==> config.mk <==
export PLATFORM = sky130hd
export DESIGN_NAME = press_length_decimal_counter
export DESIGN_NICKNAME = d
export VERILOG_FILES = /design/src/hdl/plcd_pkg.sv /design/src/hdl/plcd_phase.sv /design/src/hdl/plcd_digit_cell.sv /design/src/hdl/press_length_decimal_counter.sv
export SDC_FILE = /design/constraint.sdc
export NUM_CORES = 1
export LEC_CHECK = 0
export BUFFER_PORTS_ARGS = -buffer_cell sky130_fd_sc_hd__buf_2
export CORE_UTILIZATION = 43
export CTS_BUF_LIST = sky130_fd_sc_hd__clkbuf_8
export CTS_CLUSTER_SIZE = 40
export DETAILED_ROUTE_END_ITERATION = 16
export PLACE_DENSITY = 0.74
export SETUP_SLACK_MARGIN = 0.5
export SYNTH_ARGS = -nofsm -noshare
export SYNTH_HDL_FRONTEND = slang
export SYNTH_SLANG_ARGS = --single-unit
==> constraint.sdc <==
create_clock -name aclk -period 6.3 [get_ports aclk]
set_clock_uncertainty 0.15 [all_clocks]
set_input_delay 0.63 -clock aclk [delete_from_list [all_inputs] [get_ports aclk]]
set_output_delay 0.63 -clock aclk [all_outputs]
set_load 0.05 [all_outputs]
==> src/hdl/plcd_pkg.sv <==
// Shared types and constants for the press length decimal counter.
// Used by the phase tracker, the digit cells and the top level; no dependencies.
package plcd_pkg;

    // Number of decimal digits in the press counter.
    localparam int DIGITS     = 9;
    localparam int DIGIT_W    = 4;
    localparam int BCD_W      = DIGITS * DIGIT_W;
    localparam int BIN_W      = 30;
    localparam int BCD_OUT_W  = 36;
    localparam int BCD_PAD_W  = (BCD_W > BCD_OUT_W) ? BCD_W : BCD_OUT_W;
    localparam int EV_W       = 2;
    localparam int S_TDATA_W  = 8;
    localparam int M_TDATA_W  = 72;
    localparam int M_PAD_W    = M_TDATA_W - EV_W - BIN_W - BCD_OUT_W;

    localparam int LONG_W     = 16;
    localparam int SETTLE_W   = 8;
    localparam int TICK_W     = 16;
    localparam int CFG_ADDR_W = 1;
    localparam int CFG_DATA_W = 16;

    localparam logic [DIGIT_W-1:0]    DIGIT_MAX = DIGIT_W'(9);
    localparam logic [LONG_W-1:0]     LONG_RESET = LONG_W'(200);
    localparam logic [SETTLE_W-1:0]   SETTLE_RESET = SETTLE_W'(2);

    // Configuration register indexes.
    localparam logic [CFG_ADDR_W-1:0] REG_LONG_PRESS = 1'b0;
    localparam logic [CFG_ADDR_W-1:0] REG_SETTLE     = 1'b1;

    typedef enum logic [EV_W-1:0] {
        EV_NONE  = 2'd0,
        EV_SHORT = 2'd1,
        EV_LONG  = 2'd2
    } event_t;

    typedef struct packed {
        logic [LONG_W-1:0]   long_press_ticks;
        logic [SETTLE_W-1:0] settle_ticks;
    } plcd_cfg_t;

endpackage

==> src/hdl/plcd_phase.sv <==
// Press phase tracker: debounce windows, hold-time count and press classification.
// Depends on plcd_pkg.
module plcd_phase (
    input  logic                aclk,
    input  logic                aresetn,
    input  logic                step,
    input  logic                released,
    input  plcd_pkg::plcd_cfg_t cfg,
    output plcd_pkg::event_t    press_event
);
    import plcd_pkg::*;

    typedef enum logic [5:0] {
        PH_IDLE         = 6'b000001,
        PH_SETTLE_PRESS = 6'b000010,
        PH_HOLD         = 6'b000100,
        PH_WAIT_RELEASE = 6'b001000,
        PH_SETTLE_SHORT = 6'b010000,
        PH_SETTLE_LONG  = 6'b100000
    } phase_t;

    phase_t              phase_reg, phase_next;
    logic [TICK_W-1:0]   ticks_reg, ticks_next;
    logic [TICK_W-1:0]   ticks_inc;
    logic [TICK_W-1:0]   ticks_sat;
    logic [TICK_W-1:0]   settle_ext;
    logic                settle_zero;
    event_t              event_comb;

    assign ticks_inc   = ticks_reg + TICK_W'(1);
    assign ticks_sat   = (&ticks_reg) ? ticks_reg : ticks_inc;
    assign settle_ext  = TICK_W'(cfg.settle_ticks);
    assign settle_zero = (cfg.settle_ticks == '0);

    always_comb begin
        phase_next = phase_reg;
        ticks_next = ticks_reg;
        event_comb = EV_NONE;
        case (phase_reg)
            PH_SETTLE_PRESS: begin
                if (ticks_inc >= settle_ext) begin
                    phase_next = PH_HOLD;
                    ticks_next = '0;
                end else begin
                    ticks_next = ticks_inc;
                end
            end
            PH_HOLD: begin
                if (released) begin
                    ticks_next = '0;
                    if (settle_zero) begin
                        event_comb = EV_SHORT;
                        phase_next = PH_IDLE;
                    end else begin
                        phase_next = PH_SETTLE_SHORT;
                    end
                end else if (ticks_sat >= cfg.long_press_ticks) begin
                    phase_next = PH_WAIT_RELEASE;
                    ticks_next = '0;
                end else begin
                    ticks_next = ticks_sat;
                end
            end
            PH_WAIT_RELEASE: begin
                if (released) begin
                    ticks_next = '0;
                    if (settle_zero) begin
                        event_comb = EV_LONG;
                        phase_next = PH_IDLE;
                    end else begin
                        phase_next = PH_SETTLE_LONG;
                    end
                end
            end
            PH_SETTLE_SHORT, PH_SETTLE_LONG: begin
                if (ticks_inc >= settle_ext) begin
                    event_comb = (phase_reg == PH_SETTLE_LONG) ? EV_LONG : EV_SHORT;
                    phase_next = PH_IDLE;
                    ticks_next = '0;
                end else begin
                    ticks_next = ticks_inc;
                end
            end
            default: begin
                ticks_next = '0;
                phase_next = PH_IDLE;
                if (!released) begin
                    phase_next = settle_zero ? PH_HOLD : PH_SETTLE_PRESS;
                end
            end
        endcase
    end

    // The event is only meaningful on a tick that is actually taken.
    assign press_event = step ? event_comb : EV_NONE;

    always_ff @(posedge aclk) begin
        if (!aresetn) begin
            phase_reg <= PH_IDLE;
            ticks_reg <= '0;
        end else if (step) begin
            phase_reg <= phase_next;
            ticks_reg <= ticks_next;
        end
    end

endmodule

==> src/hdl/plcd_digit_cell.sv <==
// One BCD digit of the press counter; carries ripple to the next cell up.
// Depends on plcd_pkg.
module plcd_digit_cell (
    input  logic                            aclk,
    input  logic                            aresetn,
    input  logic                            clear,
    input  logic                            carry_in,
    output logic                            carry_out,
    output logic [plcd_pkg::DIGIT_W-1:0]    digit
);
    import plcd_pkg::*;

    logic [DIGIT_W-1:0] digit_reg, digit_next;

    assign carry_out = carry_in && (digit_reg == DIGIT_MAX);

    always_comb begin
        digit_next = digit_reg;
        if (clear) begin
            digit_next = '0;
        end else if (carry_in) begin
            digit_next = (digit_reg == DIGIT_MAX) ? '0 : digit_reg + DIGIT_W'(1);
        end
    end

    always_ff @(posedge aclk) begin
        if (!aresetn) begin
            digit_reg <= '0;
        end else begin
            digit_reg <= digit_next;
        end
    end

    assign digit = digit_reg;

endmodule

==> src/hdl/press_length_decimal_counter.sv <==
// Top level of the press length decimal counter: stream ports, configuration,
// the phase tracker and the row of BCD digit cells. Depends on plcd_pkg.
//
// Each input request is one sample of an active-low push button. The block
// takes one request per clock cycle, back to back unless stalled, and returns
// exactly one result for each, in the next cycle, in order. A press is debounced
// for settle_ticks samples at press and at release; a press released before
// long_press_ticks held samples is short and adds one to a nine-digit decimal
// counter that wraps from all nines to zero, and a longer press clears the
// counter. The event is reported on the last sample of the release settle
// window, or on the release sample itself when settle_ticks is zero. Each
// result carries the event and the counter value after that sample, in binary
// and in packed BCD. The throughput of one sample per cycle rests on the carry
// ripple through the digit cells and the binary increment being combinational.
// The result sits in an output register; while it waits, a new sample is still
// taken in the same cycle that the result is taken. Configuration writes take
// effect on the next sample and should be made while the block is idle. No
// clearing pass is needed after reset.
module press_length_decimal_counter (
    input  logic                               aclk,
    input  logic                               aresetn,

    // Configuration write port.
    input  logic                               cfg_wr_en,
    input  logic [plcd_pkg::CFG_ADDR_W-1:0]    cfg_addr,
    input  logic [plcd_pkg::CFG_DATA_W-1:0]    cfg_wdata,

    // Sample stream.
    input  logic                               s_tvalid,
    output logic                               s_tready,
    input  logic [plcd_pkg::S_TDATA_W-1:0]     s_tdata,   // [0] button_level

    // Result stream.
    output logic                               m_tvalid,
    input  logic                               m_tready,
    output logic [plcd_pkg::M_TDATA_W-1:0]     m_tdata    // [1:0] press_event,
                                                          // [31:2] count_binary,
                                                          // [67:32] count_bcd
);
    import plcd_pkg::*;

    plcd_cfg_t           cfg_reg;
    logic                s_accept;
    event_t              press_event;
    logic                m_tvalid_reg;
    event_t              event_reg;
    logic [BIN_W-1:0]    count_binary_reg, count_binary_next;
    logic [DIGITS:0]     carry;
    logic [BCD_W-1:0]    digits_flat;
    logic [BCD_PAD_W-1:0] bcd_padded;
    logic                count_inc;
    logic                count_clear;

    // Configuration registers, written whenever the write enable is high.
    always_ff @(posedge aclk) begin
        if (!aresetn) begin
            cfg_reg.long_press_ticks <= LONG_RESET;
            cfg_reg.settle_ticks     <= SETTLE_RESET;
        end else if (cfg_wr_en) begin
            case (cfg_addr)
                REG_LONG_PRESS: cfg_reg.long_press_ticks <= cfg_wdata[LONG_W-1:0];
                REG_SETTLE:     cfg_reg.settle_ticks     <= cfg_wdata[SETTLE_W-1:0];
                default:        cfg_reg <= cfg_reg;
            endcase
        end
    end

    // A new sample is taken whenever the output register is free or being drained.
    assign s_tready = !m_tvalid_reg || m_tready;
    assign s_accept = s_tvalid && s_tready;

    plcd_phase u_phase (
        .aclk        (aclk),
        .aresetn     (aresetn),
        .step        (s_accept),
        .released    (s_tdata[0]),
        .cfg         (cfg_reg),
        .press_event (press_event)
    );

    // The phase tracker gates its event with the accept, so these are one-cycle pulses.
    assign count_inc   = (press_event == EV_SHORT);
    assign count_clear = (press_event == EV_LONG);

    // Row of digit cells; the increment enters at the least significant digit.
    assign carry[0] = count_inc;

    for (genvar i = 0; i < DIGITS; i++) begin : g_digit
        plcd_digit_cell u_cell (
            .aclk      (aclk),
            .aresetn   (aresetn),
            .clear     (count_clear),
            .carry_in  (carry[i]),
            .carry_out (carry[i+1]),
            .digit     (digits_flat[i*DIGIT_W +: DIGIT_W])
        );
    end

    // A carry out of the top cell means the counter was all nines and wraps to zero.
    always_comb begin
        count_binary_next = count_binary_reg;
        if (count_clear || carry[DIGITS]) begin
            count_binary_next = '0;
        end else if (count_inc) begin
            count_binary_next = count_binary_reg + BIN_W'(1);
        end
    end

    always_ff @(posedge aclk) begin
        if (!aresetn) begin
            count_binary_reg <= '0;
        end else begin
            count_binary_reg <= count_binary_next;
        end
    end

    // Output register. The counter only moves on an accepted sample, which also
    // reloads this register, so the counter state is the pending result's count.
    always_ff @(posedge aclk) begin
        if (!aresetn) begin
            m_tvalid_reg <= 1'b0;
        end else if (s_accept) begin
            m_tvalid_reg <= 1'b1;
        end else if (m_tready) begin
            m_tvalid_reg <= 1'b0;
        end
    end

    always_ff @(posedge aclk) begin
        if (s_accept) begin
            event_reg <= press_event;
        end
    end

    assign bcd_padded = BCD_PAD_W'(digits_flat);
    assign m_tvalid   = m_tvalid_reg;
    assign m_tdata    = {{M_PAD_W{1'b0}}, bcd_padded[BCD_OUT_W-1:0], count_binary_reg,
                         event_reg};

endmodule
# Word level (Yosys, flattened, before mapping)
# Cells that the tools add are included.
[totals]
regBits = 115
inputBits = 30
out_inout_bits = 74
elab_cells = 110
[op_classes]
n_addsub = 11
n_lt_le_gt_ge = 2
n_eq_ne = 20
muxes = 35
bitwise = 2
n_reduce_logical = 24
[ops]
columns = ["operator", "count"]
rows = [
  ["two-way mux 16 bit", 5],
  ["case mux 16 bit (3 select lines)", 1],
  ["two-way mux 6 bit", 7],
  ["adder 4 x 1 -> 4 bit (second input constant)", 9],
  ["== test 4 bit (second input constant)", 9],
  ["two-way mux 4 bit", 9],
  ["adder 30 x 1 -> 30 bit (second input constant)", 1],
  ["case mux 6 bit (4 select lines)", 1],
  ["adder 16 x 1 -> 16 bit (second input constant)", 1],
  [">= comparator 16 bit", 1],
  [">= comparator 16 x 8 -> 1 bit", 1],
  ["AND reduction 16 bit", 1],
  ["two-way mux 2 bit", 6],
  ["logical AND 1 bit", 10],
  ["logical NOT 8 bit", 1],
  ["== test 6 x 2 -> 1 bit (second input constant)", 1],
  ["== test 6 x 3 -> 1 bit (second input constant)", 1],
  ["== test 6 x 4 -> 1 bit (second input constant)", 1],
  ["== test 6 x 5 -> 1 bit (second input constant)", 1],
  ["== test 6 bit (second input constant)", 1],
  ["case mux 2 bit (3 select lines)", 1],
  ["AND reduction 2 bit", 3],
  ["OR reduction 2 bit", 3],
  ["two-way mux 5 bit", 1],
  ["13 further kinds", 18],
]

# Longest topological paths before layout
[logic_depth]
depth_word = 17
mapped_depth = 18
depth_no_buf = 15

# By module
# From an unflattened synthesis, not the netlist that was laid out.
[unflattened]
cells_unflattened = 799
area_unflattened_um2 = 6591.3
[modules_own_cells]
columns = ["mod", "n_inst", "cells_per_inst", "area_per_inst_um2", "seq_area_each_um2"]
rows = [
  ["plcd_phase", 1, 327, 2482.4, 440.4],
  ["press_length_decimal_counter", 1, 283, 2419.8, 1161.1],
  ["plcd_digit_cell", 9, 21, 187.7, 80.1],
]

# Worst setup path after synthesis
# Ideal clock, no wire load.
[synth_timing]
path_type = "reg-to-reg"
startpoint = "reg u_phase.ticks_reg[0]"
endpoint = "reg u_phase.ticks_reg[2]"
setup_time_ns = 0.058
arrival_time_ns = 3.679
required_ns = 6.092
slack_ns = 2.413
path_stages_with_launch = 18
n_path_buf = 3
synth_period_minus_slack_ns = 3.887
path_cell_list = "dfxtp_1 > ha_1 > nand4_1 > nor2_1 > nand3_1 > clkbuf_1 > clkbuf_1 > nand2_1 > ha_1 > a21o_1 > a2111oi_0 > o31ai_1 > a41o_1 > or2_2 > clkbuf_1 > o21ai_0 > and2_1 > o21a_1"
[synth_via]
elab_chain_cells = 6
elab_cells_between_ends = 9
classes_between = "1 x add/sub; 2 x order compare; 5 x mux; 1 x reduce/logical"
[synth_lines]
columns = ["item", "line_no", "text"]
rows = [
  ["from (decl)", "plcd_phase.sv:23", "logic [TICK_W-1:0] ticks_reg, ticks_next;"],
  ["from (signal assigned)", "plcd_phase.sv:103", "ticks_reg <= ticks_next;"],
  ["adder 16 x 1 -> 16 bit / AND reduction 16 bit (equally long branches)", "plcd_phase.sv:30, plcd_phase.sv:31", ""],
  ["two-way mux 16 bit", "plcd_phase.sv:31", "assign ticks_sat = (&ticks_reg) ? ticks_reg : ticks_inc;"],
  [">= comparator 16 bit", "plcd_phase.sv:57", "end else if (ticks_sat >= cfg.long_press_ticks) begin"],
  ["two-way mux 16 bit", "plcd_phase.sv:57", ""],
  ["two-way mux 16 bit", "plcd_phase.sv:49", "if (released) begin"],
  ["case mux 16 bit (3 select lines) *", "plcd_phase.sv:39", "case (phase_reg)"],
]
# Every way passes the cells marked *; elsewhere a longest branch is shown, timed or not.
# A chain may end at the register's enable or synchronous reset.

# Final worst setup path
[layout_timing]
startpoint = "reg u_phase.ticks_reg[0]"
endpoint = "reg u_phase.ticks_reg[4]"
# Same word-level chain as after synthesis.

==> run summary <==
Setup bufs post-CTS - 0
Clock power frac - 49.0%
Power Total - 1.63 mW
Max FFs per register - 36
Routed len/inst - 13.2 µm
Yosys cell types - 63
Max clock buf depth - 2
Worst-path cell chain - ha_1 -> nand4_1 -> nor2_1 -> nand3_1 -> buf_4 -> nand2_1 -> ha_1 -> a21o_1 -> a2111oi_0 -> o31ai_1 -> a41o_1 -> or2_2 -> nor2_1 -> o21ai_0 -> a21boi_0
Final net count - 935
Number of synthesized flops with an enable pin - 2
GRT Total Usage - 19.2%
Top-count cell post-synth - dfxtp_1
Vias/cell - 5.35
HPWL after detailed placement - 9930 µm
Boundary pin count - 104
Final setup violation count - 0
First-pass GRT wire length - 23,300 µm
Port bufs - 92
Slew @ Worst Pin - 1180 ps
Avg Synthesized Cell Area - 8.03 µm²
Setup CP Type - reg2reg
Synthesized instance count - 799
Post-synth top area share - 35.2%
Pin count of the biggest net entering global routing - 49
Reg clk slew, reported paths - 70 ps
Final hold violation count - 0
Clock tree sinks - 115
Arrival @ worst endpoint - 4790 ps
Min-delay worst type - in2reg
Layer with the highest usage - met2
Initial core utilization - 44.2%
Setup_tns - 0 ps
Met3 usage - 5.22%
Req. time, crit path - 6520 ps
Lkg Pwr - 3.12 nW
Routed Antenna Nets - 0
# resized after CTS - 0
Hold buffers post-CTS - 0
Switching portion of total power - 23.2%
Initial antenna violation count - 0
Met1 usage - 26.1%
Unrepaired setup endpoints after global routing - no
Vias - 5,753
Highest clock rate - 219 MHz
Status - completed
CP endpoint kind - flip-flop
CTS Root Cell - clkbuf_8
Starting DRT DRC Count - 328
Routed WL - 14,200 µm
Crit path largest cell delay - 440 ps
Clk Latency, worst-skew pair - 460 ps
Startpoint Class - flip-flop
Chip Height - 124 µm
Num rows - 44
Slew Viols, Final - 0
Worst-path fanout max - 16
Share of cells above drive strength 1 - 15.6%
Commonest cells post-synth - dfxtp_1 (113), nand2_1 (92), nor2_1 (71)
Area grow syn2layout - 16.1%
Peak VDD IR - 0.186 mV
Sequential fraction of the synthesis area - 36.2%
CP max stage cell - dfxtp_1
Global routing usage on met2 - 29.0%
Synth Register Bits - 115
Cell taking the most area after synthesis - dfxtp_1
WP buf/inv - 1
RD Place Congestion - 0.833
Placed cell count - 1,044
Synthesized area - 6420 µm²
Number of global-route vias before repair - 4,944
CTS tree - built
DIE AREA - 15,400 µm²
Total grt overflow - 0
YS warnings - 0
Maximum Capacitance Violations - 0
Ant. Diodes - 0
Synth top area cells - dfxtp_1 (35%), nand2_1 (5.4%), ha_1 (5.1%)
Fin cells - 1,076
Delay-heaviest family, CP - simple AND/OR/NAND/NOR gates
P_sw - 378 µW
DRC violations left - 0
Pint - 1.25 mW
Post-synth ARST share - 0%
H-tree depth - 4
Tcrit/Tclk final - 72.4%
Core region area - 14,500 µm²
Logic pwr share - 5.2%
Post-layout min period - 4560 ps
First-pass DRT Iterations - 5
Die X - 124 µm
Flop pwr share - 45.8%
Dominant synthesized flop cell - dfxtp_1
TritonCTS Buffers - 17
PwrDens - 218 nW/µm²
Relative slew slack - 21.0%
## kinds of logic after synthesis
logic type      share of synthesized area [%]
other cells                            0.0584
flops                                    36.2
buf+inv                                  4.95
xor+xnor                                 7.64
fa+ha+maj                                5.07
compound gates                           14.2
mux                                      1.11
simple gates                             30.8
## final timing paths
| kind | startpoint | end | slack (ps) | depth (start not counted) |
|---|---|---|---|---|
| setup / recovery | u_phase.ticks_reg[0] | u_phase.ticks_reg[4] | 1740 | 15 |
| hold reg to reg | cfg_reg[17] | cfg_reg[17] | 320 | 2 |
| setup reg to reg | u_phase.ticks_reg[0] | u_phase.ticks_reg[4] | 1740 | 15 |
| hold / removal | cfg_wdata[12] | cfg_reg[20] | 280 | 3 |
## tightest hold or removal path, cell delays in order
cell and delay, ps:
buf_2 90, nand2_1 40, a21boi_0 60
## area by class of cell
type	count	area, µm²
fillers	1389	7080
multi-input cells	611	3800
flip-flops and latches	115	2320
repair buffers	97	498
clock buffers	18	248
well taps	184	230
clock inverters	14	211
inverters	37	139
## per-stage QoR
| step | area, µm² | setup slack [ps] | utilization [%] | hold WS, ps |
|---|---|---|---|---|
| after floorplan | 6430 | 2410 | - | 293 |
| after global placement | 6990 | 1820 | 48.1 | 305 |
| after detailed placement | 6990 | 1750 | 48.1 | 310 |
| after CTS | 7450 | 1750 | 51.3 | 257 |
| after global routing | 7450 | 1340 | 51.3 | 269 |
| final | 7450 | 1740 | 51.3 | 280 |
## layout by cell type, fill, tap and decap left out, drive strengths merged, types with 5 or more instances in the layout
cell,n
nand4,23
xnor2,29
inv,42
nand2,92
nor3b,7
or3,12
a21o,9
a31oi,6
and4,6
dfxtp,113
mux2i,6
nor4,12
nand2b,19
o21ai,29
a21boi,32
and2,9
nor2,71
and3,21
nand3b,5
xor2,27
nand3,43
nor2b,25
clkbuf,18
bufinv,5
ha,26
a21oi,40
buf,97
nor3,12
## routing by layer
layer	share of wire [%]	wire, µm
met3	4.0	568
met5	0	0
met1	50	7080
met4	1.9	272
met2	44	6250
## power groups by stage
stage / Clock [mW] / Combinational (mW) / Sequential (mW)
2_1_floorplan: 0 / 0.0582 / 0.766
3_3_place_gp: 0 / 0.0838 / 0.761
3_5_place_dp: 0 / 0.0848 / 0.762
4_1_cts: 0.809 / 0.0851 / 0.745
5_1_grt: 0.843 / 0.0951 / 0.747
6_report: 0.796 / 0.0846 / 0.745
(Power assumes the default switching activity.)
